`src/rtl/sorted_priority_queue_top_macros.svh`:
```
// assertion macros for the sorted priority queue
`ifndef SORTED_PRIORITY_QUEUE_TOP_MACROS_SVH
`define SORTED_PRIORITY_QUEUE_TOP_MACROS_SVH
`ifndef SYNTH
`define SPQ_ASSERT_IMPLY(label, clk, rst, a, c) \
   label: assert property (@(posedge clk) disable iff (rst) (a) |-> (c)) \
      else $error("spq assertion failed");
`define SPQ_ASSERT_NEXT(label, clk, rst, a, c) \
   label: assert property (@(posedge clk) disable iff (rst) (a) |=> (c)) \
      else $error("spq assertion failed");
`else
`define SPQ_ASSERT_IMPLY(label, clk, rst, a, c)
`define SPQ_ASSERT_NEXT(label, clk, rst, a, c)
`endif
`endif

```
`src/rtl/spq_pkg.sv`:
```
// shared types and codes for the sorted priority queue
package spq_pkg;

   typedef enum logic [1:0] {
      STATUS_OK    = 2'd0,
      STATUS_FULL  = 2'd1,
      STATUS_EMPTY = 2'd2
   } status_type;

   localparam logic KIND_INSERT = 1'b0;
   localparam logic KIND_REMOVE = 1'b1;

   typedef struct packed {
      logic insert;
      logic remove;
   } cell_ctrl_type;

endpackage

```
`src/rtl/spq_cell.sv`:
```
// one storage cell of the sorted shift chain
module spq_cell #(
   parameter int PRIORITY_WIDTH = 16,
   parameter int TAG_WIDTH      = 32
) (
   input  logic                      clock,
   input  spq_pkg::cell_ctrl_type    ctrl,
   input  logic                      occupied,
   input  logic [PRIORITY_WIDTH-1:0] new_priority,
   input  logic [TAG_WIDTH-1:0]      new_tag,
   input  logic                      prev_keep,
   input  logic [PRIORITY_WIDTH-1:0] prev_priority,
   input  logic [TAG_WIDTH-1:0]      prev_tag,
   input  logic [PRIORITY_WIDTH-1:0] next_priority,
   input  logic [TAG_WIDTH-1:0]      next_tag,
   output logic                      keep,
   output logic [PRIORITY_WIDTH-1:0] cell_priority,
   output logic [TAG_WIDTH-1:0]      cell_tag
);
   import spq_pkg::*;

   logic [PRIORITY_WIDTH-1:0] priority_ff, priority_in;
   logic [TAG_WIDTH-1:0]      tag_ff, tag_in;

   assign keep = occupied && (priority_ff <= new_priority);

   always_comb begin
      priority_in = priority_ff;
      tag_in      = tag_ff;
      if (ctrl.insert) begin
         if (!keep) begin
            if (prev_keep) begin
               priority_in = new_priority;
               tag_in      = new_tag;
            end else begin
               priority_in = prev_priority;
               tag_in      = prev_tag;
            end
         end
      end else if (ctrl.remove) begin
         priority_in = next_priority;
         tag_in      = next_tag;
      end
   end

   always_ff @(posedge clock) begin
      priority_ff <= priority_in;
      tag_ff      <= tag_in;
   end

   assign cell_priority = priority_ff;
   assign cell_tag      = tag_ff;

endmodule

```
`src/rtl/sorted_priority_queue_top.sv`:
```
// sorted priority queue top level: chain of cells, count and result register
//
// Usage: drive req_kind, req_priority_req and req_tag with start high; the
// request is taken at a rising edge where start is high and busy is low.
// req_kind low inserts an entry behind all held entries of lower or equal
// priority; high removes the entry with the lowest priority value.
// Every request gives one result in the following cycle: rsp_done is high for
// exactly one cycle with rsp_out_valid, rsp_out_priority, rsp_out_tag,
// rsp_status and rsp_occupancy. An insert into a full queue returns the
// full status, a remove from an empty queue the empty status.
// Throughput: one request per cycle, back to back, while busy is low; every
// cell of the chain compares against the new priority and shifts to its
// neighbor in the same cycle.
// Reset (synchronous, active high) empties the queue; busy is high during
// reset. The receiver cannot stall, results must be taken when shown.
module sorted_priority_queue_top #(
   parameter int DEPTH          = 8,
   parameter int PRIORITY_WIDTH = 16,
   parameter int TAG_WIDTH      = 32
) (
   input  logic                          clock,
   input  logic                          reset,
   input  logic                          start,
   output logic                          busy,
   input  logic                          req_kind,
   input  logic [PRIORITY_WIDTH-1:0]     req_priority_req,
   input  logic [TAG_WIDTH-1:0]          req_tag,
   output logic                          rsp_done,
   output logic                          rsp_out_valid,
   output logic [PRIORITY_WIDTH-1:0]     rsp_out_priority,
   output logic [TAG_WIDTH-1:0]          rsp_out_tag,
   output spq_pkg::status_type           rsp_status,
   output logic [$clog2(DEPTH+1)-1:0]    rsp_occupancy
);
   import spq_pkg::*;

   localparam int CW = $clog2(DEPTH + 1);

   logic [CW-1:0]             count_ff, count_in;
   logic                      done_ff, done_in;
   logic                      out_valid_ff, out_valid_in;
   logic [PRIORITY_WIDTH-1:0] out_priority_ff, out_priority_in;
   logic [TAG_WIDTH-1:0]      out_tag_ff, out_tag_in;
   status_type                status_ff, status_in;

   logic          accept, full, empty;
   cell_ctrl_type ctrl;

   logic [DEPTH-1:0]          keep;
   logic [DEPTH-1:0]          occupied;
   logic [PRIORITY_WIDTH-1:0] cell_priority [DEPTH];
   logic [TAG_WIDTH-1:0]      cell_tag [DEPTH];

   assign busy   = reset;
   assign accept = start && !busy;
   assign full   = (count_ff == CW'(DEPTH));
   assign empty  = (count_ff == '0);

   assign ctrl.insert = accept && (req_kind == KIND_INSERT) && !full;
   assign ctrl.remove = accept && (req_kind == KIND_REMOVE) && !empty;

   for (genvar i = 0; i < DEPTH; i++) begin : g_cell
      logic                      prev_keep;
      logic [PRIORITY_WIDTH-1:0] prev_priority, next_priority;
      logic [TAG_WIDTH-1:0]      prev_tag, next_tag;

      assign occupied[i] = (CW'(i) < count_ff);

      if (i == 0) begin : g_first
         assign prev_keep     = 1'b1;
         assign prev_priority = req_priority_req;
         assign prev_tag      = req_tag;
      end else begin : g_mid
         assign prev_keep     = keep[i-1];
         assign prev_priority = cell_priority[i-1];
         assign prev_tag      = cell_tag[i-1];
      end

      if (i == DEPTH - 1) begin : g_last
         assign next_priority = cell_priority[i];
         assign next_tag      = cell_tag[i];
      end else begin : g_inner
         assign next_priority = cell_priority[i+1];
         assign next_tag      = cell_tag[i+1];
      end

      spq_cell #(
         .PRIORITY_WIDTH (PRIORITY_WIDTH),
         .TAG_WIDTH      (TAG_WIDTH)
      ) u_cell (
         .clock         (clock),
         .ctrl          (ctrl),
         .occupied      (occupied[i]),
         .new_priority  (req_priority_req),
         .new_tag       (req_tag),
         .prev_keep     (prev_keep),
         .prev_priority (prev_priority),
         .prev_tag      (prev_tag),
         .next_priority (next_priority),
         .next_tag      (next_tag),
         .keep          (keep[i]),
         .cell_priority (cell_priority[i]),
         .cell_tag      (cell_tag[i])
      );
   end

   always_comb begin
      count_in        = count_ff;
      done_in         = accept;
      out_valid_in    = 1'b0;
      out_priority_in = '0;
      out_tag_in      = '0;
      status_in       = STATUS_OK;
      if (accept) begin
         if (req_kind == KIND_INSERT) begin
            if (full) begin
               status_in = STATUS_FULL;
            end else begin
               count_in = count_ff + CW'(1);
            end
         end else begin
            if (empty) begin
               status_in = STATUS_EMPTY;
            end else begin
               count_in        = count_ff - CW'(1);
               out_valid_in    = 1'b1;
               out_priority_in = cell_priority[0];
               out_tag_in      = cell_tag[0];
            end
         end
      end
   end

   always_ff @(posedge clock) begin
      if (reset) begin
         count_ff <= '0;
         done_ff  <= 1'b0;
      end else begin
         count_ff <= count_in;
         done_ff  <= done_in;
      end
   end

   always_ff @(posedge clock) begin
      out_valid_ff    <= out_valid_in;
      out_priority_ff <= out_priority_in;
      out_tag_ff      <= out_tag_in;
      status_ff       <= status_in;
   end

   assign rsp_done         = done_ff;
   assign rsp_out_valid    = out_valid_ff;
   assign rsp_out_priority = out_priority_ff;
   assign rsp_out_tag      = out_tag_ff;
   assign rsp_status       = status_ff;
   assign rsp_occupancy    = count_ff;

`include "sorted_priority_queue_top_macros.svh"

   `SPQ_ASSERT_IMPLY(a_count_bound, clock, reset, 1'b1, count_ff <= CW'(DEPTH))
   `SPQ_ASSERT_NEXT(a_empty_remove, clock, reset, accept && req_kind == KIND_REMOVE && empty,
      rsp_done && rsp_status == STATUS_EMPTY && !rsp_out_valid && count_ff == '0)
   `SPQ_ASSERT_NEXT(a_full_insert, clock, reset, accept && req_kind == KIND_INSERT && full,
      rsp_done && rsp_status == STATUS_FULL && $stable(count_ff))
   `SPQ_ASSERT_NEXT(a_insert_count, clock, reset, ctrl.insert,
      count_ff == $past(count_ff) + CW'(1) && rsp_status == STATUS_OK)

endmodule

```
`config.mk`:
```
export PLATFORM = sky130hd
export DESIGN_NAME = sorted_priority_queue_top
export DESIGN_NICKNAME = d
export VERILOG_FILES = /design/src/rtl/spq_pkg.sv /design/src/rtl/spq_cell.sv /design/src/rtl/sorted_priority_queue_top.sv
export VERILOG_INCLUDE_DIRS = /design/src /design/src/rtl
export SDC_FILE = /design/constraint.sdc
export NUM_CORES = 1
export LEC_CHECK = 0
export ABC_AREA = 1
export BUFFER_PORTS_ARGS = -buffer_cell sky130_fd_sc_hd__buf_4
export CAP_MARGIN = 30
export CORE_ASPECT_RATIO = 1.5
export CORE_UTILIZATION = 57
export CTS_CLUSTER_SIZE = 12
export DETAILED_ROUTE_END_ITERATION = 6
export PLACE_DENSITY = 0.81
export RECOVER_POWER = 100
export SETUP_SLACK_MARGIN = 0.15
export SYNTH_ARGS = -nofsm -noshare
export SYNTH_HDL_FRONTEND = slang
export SYNTH_HIERARCHICAL = 1
export SYNTH_SLANG_ARGS = --single-unit
```
`constraint.sdc`:
```
create_clock -name clock -period 4.5 [get_ports clock]
set_clock_uncertainty 0.05 [all_clocks]
set_input_delay 0.225 -clock clock [delete_from_list [all_inputs] [get_ports clock]]
set_output_delay 0.225 -clock clock [all_outputs]
set_load 0.1 [all_outputs]
```
==> results of run 1 <==
worst max-delay path, stage by stage (launching register included):
cell	delay, ps
edfxtp_1	440
ha_1	320
nand2_1	70
nor2_1	230
nand2_1	80
nand2_1	150
nand2_1	70
nand2_1	70
nand2_1	80
nand2_1	100
inv_1	90
clkbuf_2	440
inv_2	1150
nor2_1	80
o21ai_0	290
layout make-up:
class | instances | share of cell area, %
clock inverter | 6 | 0.134
inverter | 245 | 3.45
multi-input combinational | 2076 | 38.9
clock buffer | 74 | 4.67
sequential | 440 | 46.7
timing repair buffer | 144 | 3.47
tap | 576 | 2.66
cell usage in the layout, fill, tap and decap left out, drive strengths merged:
cell type,instances
nand3,22
nand2,580
clkbuf,138
ha,133
edfxtp,384
dfxtp,56
a21o,8
xor2,1
conb,4
nand4,9
clkinv,3
nor2,477
o21ai,780
dlygate4sd3,4
buf,76
a21oi,52
nor3,10
inv,248
flip-flops by register name (all words and copies together) (netlist names):
name / flops
rsp_out_tag: 32
rsp_out_priority: 16
rsp_status: 2
rsp_occupancy: 4
g_cell.u_cell/cell_tag: 256
rsp_out_valid: 1
g_cell.u_cell/cell_priority: 128
rsp_done: 1
stage by stage:
stage,std cells,total power (W)
finish,3561,0.00980
global route,3561,0.0101
CTS,3561,0.00977
detailed placement,3477,0.00633
global placement,3476,0.00626
floorplan,2928,0.00583
power by group through the flow:
stage / registers (W) / clock network, W / logic [W]
floorplan: 0.00496 / 0 / 0.000878
global placement: 0.00491 / 0 / 0.00134
detailed placement: 0.00492 / 0 / 0.00141
CTS: 0.00483 / 0.00352 / 0.00142
global route: 0.00486 / 0.00366 / 0.00157
finish: 0.00484 / 0.00350 / 0.00146
per-layer routing:
| layer | GRT usage [%] | up-vias | part of all wire [%] |
|---|---|---|---|
| li1 | - | 9882 | - |
| met1 | 38.1 | 10394 | 34 |
| met2 | 57.1 | 1604 | 49 |
| met3 | 6.13 | 368 | 10 |
| met4 | 24.7 | 0 | 7.1 |
| met5 | 0 | - | 0 |
path summary, 6_finish.rpt:
kind / endpoint / from / slack (ps) / cells past startpoint
min reg2reg: rsp_out_tag[8] / g_cell[0].u_cell/cell_tag[8] / 440 / 2
max: g_cell[7].u_cell/cell_tag[2] / g_cell[6].u_cell/cell_priority[7] / 580 / 14
max reg2reg: g_cell[7].u_cell/cell_tag[2] / g_cell[6].u_cell/cell_priority[7] / 580 / 14
min: g_cell[4].u_cell/cell_tag[5] / req_tag[5] / 50 / 3
timing repair:
item / in CTS / in global routing
gates resized for setup: 0 / 0
hold endpoints to repair: 6 / 0
hold buffers: 4 / 0
==> metrics.md, run 1 <==
| Metric | Value |
|---|---|
| Power Internal | `0.00699 W` |
| Core Util, Final | `61.9%` |
| CP arrival | `4230 ps` |
| Worst Slack Setup Final | `576 ps` |
| Clock sink total | `440` |
| Worst Path Required | `4810 ps` |
| Hold Worst Slack | `51.5 ps` |
| Slew Limit Fails | `24` |
| CTS tree | `yes` |
| Worst-path maximum fanout | `48` |
| I/O Pins | `109` |
| Antenna cells | `0` |
| Clock Pin Slew Worst Setup and Hold Paths | `60 ps` |
| Total CTS buffers | `44` |
| Critical Path Sink Type | `flip-flop` |
| Worst Tran Pin Value | `1530 ps` |
| FILL cells | `3705` |
| Synth warn | `6` |
| Share of cells above drive strength 1 | `10.5%` |
| # nets final | `3136` |
| FF+latch area | `0.0127 sq mm` |
| Vias post-DR | `22248` |
| Later-pin clock latency in the skew report | `570 ps` |
| Combinational share of power | `14.9%` |
| Max-Cap Viols | `1` |
| Post-Synthesis Cells | `2925` |
| Power density cells | `362 mW/mm^2` |
| Final hold violation count | `0` |
| Finish-stage setup viols | `0` |
| Syn_area_per_cell | `8.62 sq um` |
| Final HPWL DP | `47900 um` |
| Core Rows | `94` |
| Pre-CTS WS | `1200 ps` |
| Outcome | `finished with violations` |
| Setup TNS | `0 ps` |
| Psw | `0.00280 W` |
| Failing checks | `capacitance limit, slew limit` |
| Clock Tree Root | `clkbuf_16` |
| Drt total wl | `76700 um` |
| Cell leakage power | `11.2 nW` |
| Crit share post-route | `87.2%` |
| Switching part of the total | `28.6%` |
| DRC | `0` |
| GRT overflow | `0` |
| Vias in the first global route | `22352` |
| RSZ-0062 raised after global routing | `false` |
| Die W | `174 um` |
| Fin crit period | `3920 ps` |
| Pin count of the biggest net entering global routing | `117` |
| Clock share of power | `35.8%` |
| Core area | `0.0438 sq mm` |
| Final Cell Area | `0.0271 sq mm` |
| Tot GR Track Use | `33.7%` |
| Post-DP Area | `0.0260 sq mm` |
| First-pass GRT wire length | `119000 um` |
| Initial core utilization | `57.6%` |
| GP Congestion | `0.964` |
| Flop pwr share | `49.4%` |
| DRT iter0 DRCs | `2861` |
| Startpoint types | `flip-flop` |
| Hold Path Class | `in2reg` |
| CTS max path bufs | `3` |
| Postcts setup bufs | `0` |
| Max Freq | `255 MHz` |
| Area grow syn2layout | `7.44%` |
| Drt pass-1 iters | `7` |
| I/O Buffers | `108` |
| Die Y | `260 um` |
| Setup CP Type | `reg2reg` |
| H-tree Lvls | `2` |
| Area of the mapped netlist | `0.0252 sq mm` |
| Wire length per cell | `21.5 um` |
| Worst-case vdd ir drop | `0.000290 V` |
| Die area | `0.0451 sq mm` |
| Detail Route Antenna Nets | `0` |
| Multi-input logic area | `0.0105 sq mm` |
| Rel. slew slack | `-2.35%` |
| Antenna violations before repair | `2` |
| Vias per cell | `6.25` |
Power figures use the tool's default switching activity.
==> run 2, diff against run 1 <==
CORE_MARGIN = 3   (was default)
==> metrics.md, run 2 (same netlist as run 1, synthesis figures left out) <==
| Metric | Value |
|---|---|
| Setup CP Type | `reg2reg (unchanged)` |
| Clock sink total | `440 (unchanged)` |
| Outcome | `finished with violations (unchanged)` |
| CTS tree | `yes (unchanged)` |
| Final HPWL DP | `47400 um (was 47900 um)` |
| Worst Path Required | `4650 ps (was 4810 ps)` |
| Crit share post-route | `88.2% (was 87.2%)` |
| Finish-stage setup viols | `0 (unchanged)` |
| Pin count of the biggest net entering global routing | `187 (was 117)` |
| Worst Tran Pin Value | `1590 ps (was 1530 ps)` |
| Hold Worst Slack | `34.9 ps (was 51.5 ps)` |
| Vias in the first global route | `22543 (was 22352)` |
| Drt total wl | `76000 um (was 76700 um)` |
| Share of cells above drive strength 1 | `9.88% (was 10.5%)` |
| Pre-CTS WS | `1100 ps (was 1200 ps)` |
| Tot GR Track Use | `31.6% (was 33.7%)` |
| Setup TNS | `0 ps (unchanged)` |
| Max Freq | `252 MHz (was 255 MHz)` |
| Worst-case vdd ir drop | `0.000324 V (was 0.000290 V)` |
| Power density cells | `364 mW/mm^2 (was 362 mW/mm^2)` |
| Clock Pin Slew Worst Setup and Hold Paths | `70 ps (was 60 ps)` |
| Worst-path maximum fanout | `186 (was 48)` |
| Antenna violations before repair | `0 (was 2)` |
| Clock Tree Root | `clkbuf_16 (unchanged)` |
| Worst Slack Setup Final | `530 ps (was 576 ps)` |
| Wire length per cell | `21.4 um (was 21.5 um)` |
| Vias post-DR | `22357 (was 22248)` |
| CP arrival | `4120 ps (was 4230 ps)` |
| Max reg flops | `256 (unchanged)` |
| Total CTS buffers | `44 (unchanged)` |
| Crit path top cell by count | `nand2_1 (unchanged)` |
| Final hold violation count | `0 (unchanged)` |
| Slowest CP cell | `nand2_1 (was inv_2)` |
| I/O Pins | `109 (unchanged)` |
| DRT iter0 DRCs | `2955 (was 2861)` |
| Leading cell type in the layout, fill and taps excluded | `o21ai_0 (unchanged)` |
| Max-Cap Viols | `1 (unchanged)` |
| First-pass GRT wire length | `118000 um (was 119000 um)` |
| Detail Route Antenna Nets | `0 (unchanged)` |
| I/O Buffers | `108 (unchanged)` |
| Worst path max stage delay | `830 ps (was 1150 ps)` |
| Most frequent cells in the layout | `o21ai_0, nand2_1, edfxtp_1 (unchanged)` |
| Core Rows | `93 (was 94)` |
| Startpoint types | `flip-flop (unchanged)` |
| GRT overflow | `0 (unchanged)` |
| Rel. slew slack | `-5.93% (was -2.35%)` |
| CP Cell Sequence | `inv_1 > ha_1 > nand3_1 > nand2_1 > inv_8 > nand2_1 > nand2_1 > buf_4 (was ha_1 > nand2_1 > nor2_1 > nand2_1 > nand2_1 > nand2_1 > nand2_1 > nand2_1 > nand2_1 > inv_1 > clkbuf_2 > inv_2 > nor2_1 > o21ai_0)` |
| Die W | `178 um (was 174 um)` |
| H-tree Lvls | `2 (unchanged)` |
| Die area | `0.0469 sq mm (was 0.0451 sq mm)` |
| DRC | `1 (was 0)` |
| Area grow syn2layout | `7.07% (was 7.44%)` |
| GP Congestion | `0.896 (was 0.964)` |
| Later-pin clock latency in the skew report | `570 ps (about the same)` |
| Antenna cells | `0 (unchanged)` |
| Vias per cell | `6.29 (was 6.25)` |
| Initial core utilization | `58.3% (was 57.6%)` |
| CTS max path bufs | `3 (unchanged)` |
| Drt pass-1 iters | `7 (unchanged)` |
| Failing checks | `DRC, capacitance limit, slew limit (was capacitance limit, slew limit)` |
| Cell leakage power | `11.2 nW (about the same)` |
| Slew Limit Fails | `49 (was 24)` |
| Total power | `0.00984 W (was 0.00980 W)` |
| Hold Path Class | `in2reg (unchanged)` |
| Core area | `0.0433 sq mm (was 0.0438 sq mm)` |
| # nets final | `3134 (was 3136)` |
| Fin crit period | `3970 ps (was 3920 ps)` |
| RSZ-0062 raised after global routing | `false (unchanged)` |
| Die Y | `264 um (was 260 um)` |
| Critical Path Sink Type | `flip-flop (unchanged)` |
-- run 2: stage by stage --
stage / area [sq um] / cells / utilization, %
2_1_floorplan: 25200 / 2928 / -
3_3_place_gp: 26000 / 3470 / 60.0
3_5_place_dp: 26000 / 3470 / 60.0
4_1_cts: 27300 / 3555 / 63.2
5_1_grt: 27000 / 3555 / 62.4
6_report: 27000 / 3555 / 62.4
-- run 2: power breakdown --
part           internal (W)  switching, W  total, W  leakage [nW]
clock               0.00195       0.00163   0.00358         0.640
sequential          0.00471      0.000133   0.00485          4.00
combinational      0.000354       0.00106   0.00142          6.52
-- run 2: per-layer routing --
layer	part of all wire, %	vias up	global-route usage [%]
met3	9.6	410	5.96
met5	0	-	0
met4	7.3	0	21.1
met1	34	10555	36.1
met2	49	1510	53.4
li1	-	9882	-
-- run 2: worst paths after layout --
check             cells after the start                          start  slack [ps]                             to
setup / recovery                      8               rsp_occupancy[0]         530  g_cell[2].u_cell/cell_tag[25]
hold / removal                        3                    req_tag[14]          30  g_cell[7].u_cell/cell_tag[14]
setup reg to reg                      8               rsp_occupancy[0]         530  g_cell[2].u_cell/cell_tag[25]
hold reg to reg                       2  g_cell[0].u_cell/cell_tag[31]         460                rsp_out_tag[31]
-- run 2: critical path, delay by kind of cell, from the launching register on --
family / cells / cell delay (ps)
adder cells (fa/ha/maj): 1 / 250
AND/OR/NAND/NOR: 4 / 1320
buffers and inverters: 3 / 1390
flip-flops: 1 / 460
-- run 2: what timing repair did --
| action | 4_1_cts | 5_1_grt |
|---|---|---|
| hold endpoints to repair | 6 | 0 |
| setup buffers | 0 | 0 |
| hold buffers | 3 | 0 |
| gates resized for setup | 0 | 0 |
-- run 2: final cells by class --
cell class / count / area [sq um]
timing repair buffer: 142 / 842
multi-input combinational: 2076 / 10500
fill: 3574 / 16300
clock inverter: 4 / 48.8
inverter: 245 / 940
clock buffer: 78 / 1290
tap: 570 / 713
sequential: 440 / 12700
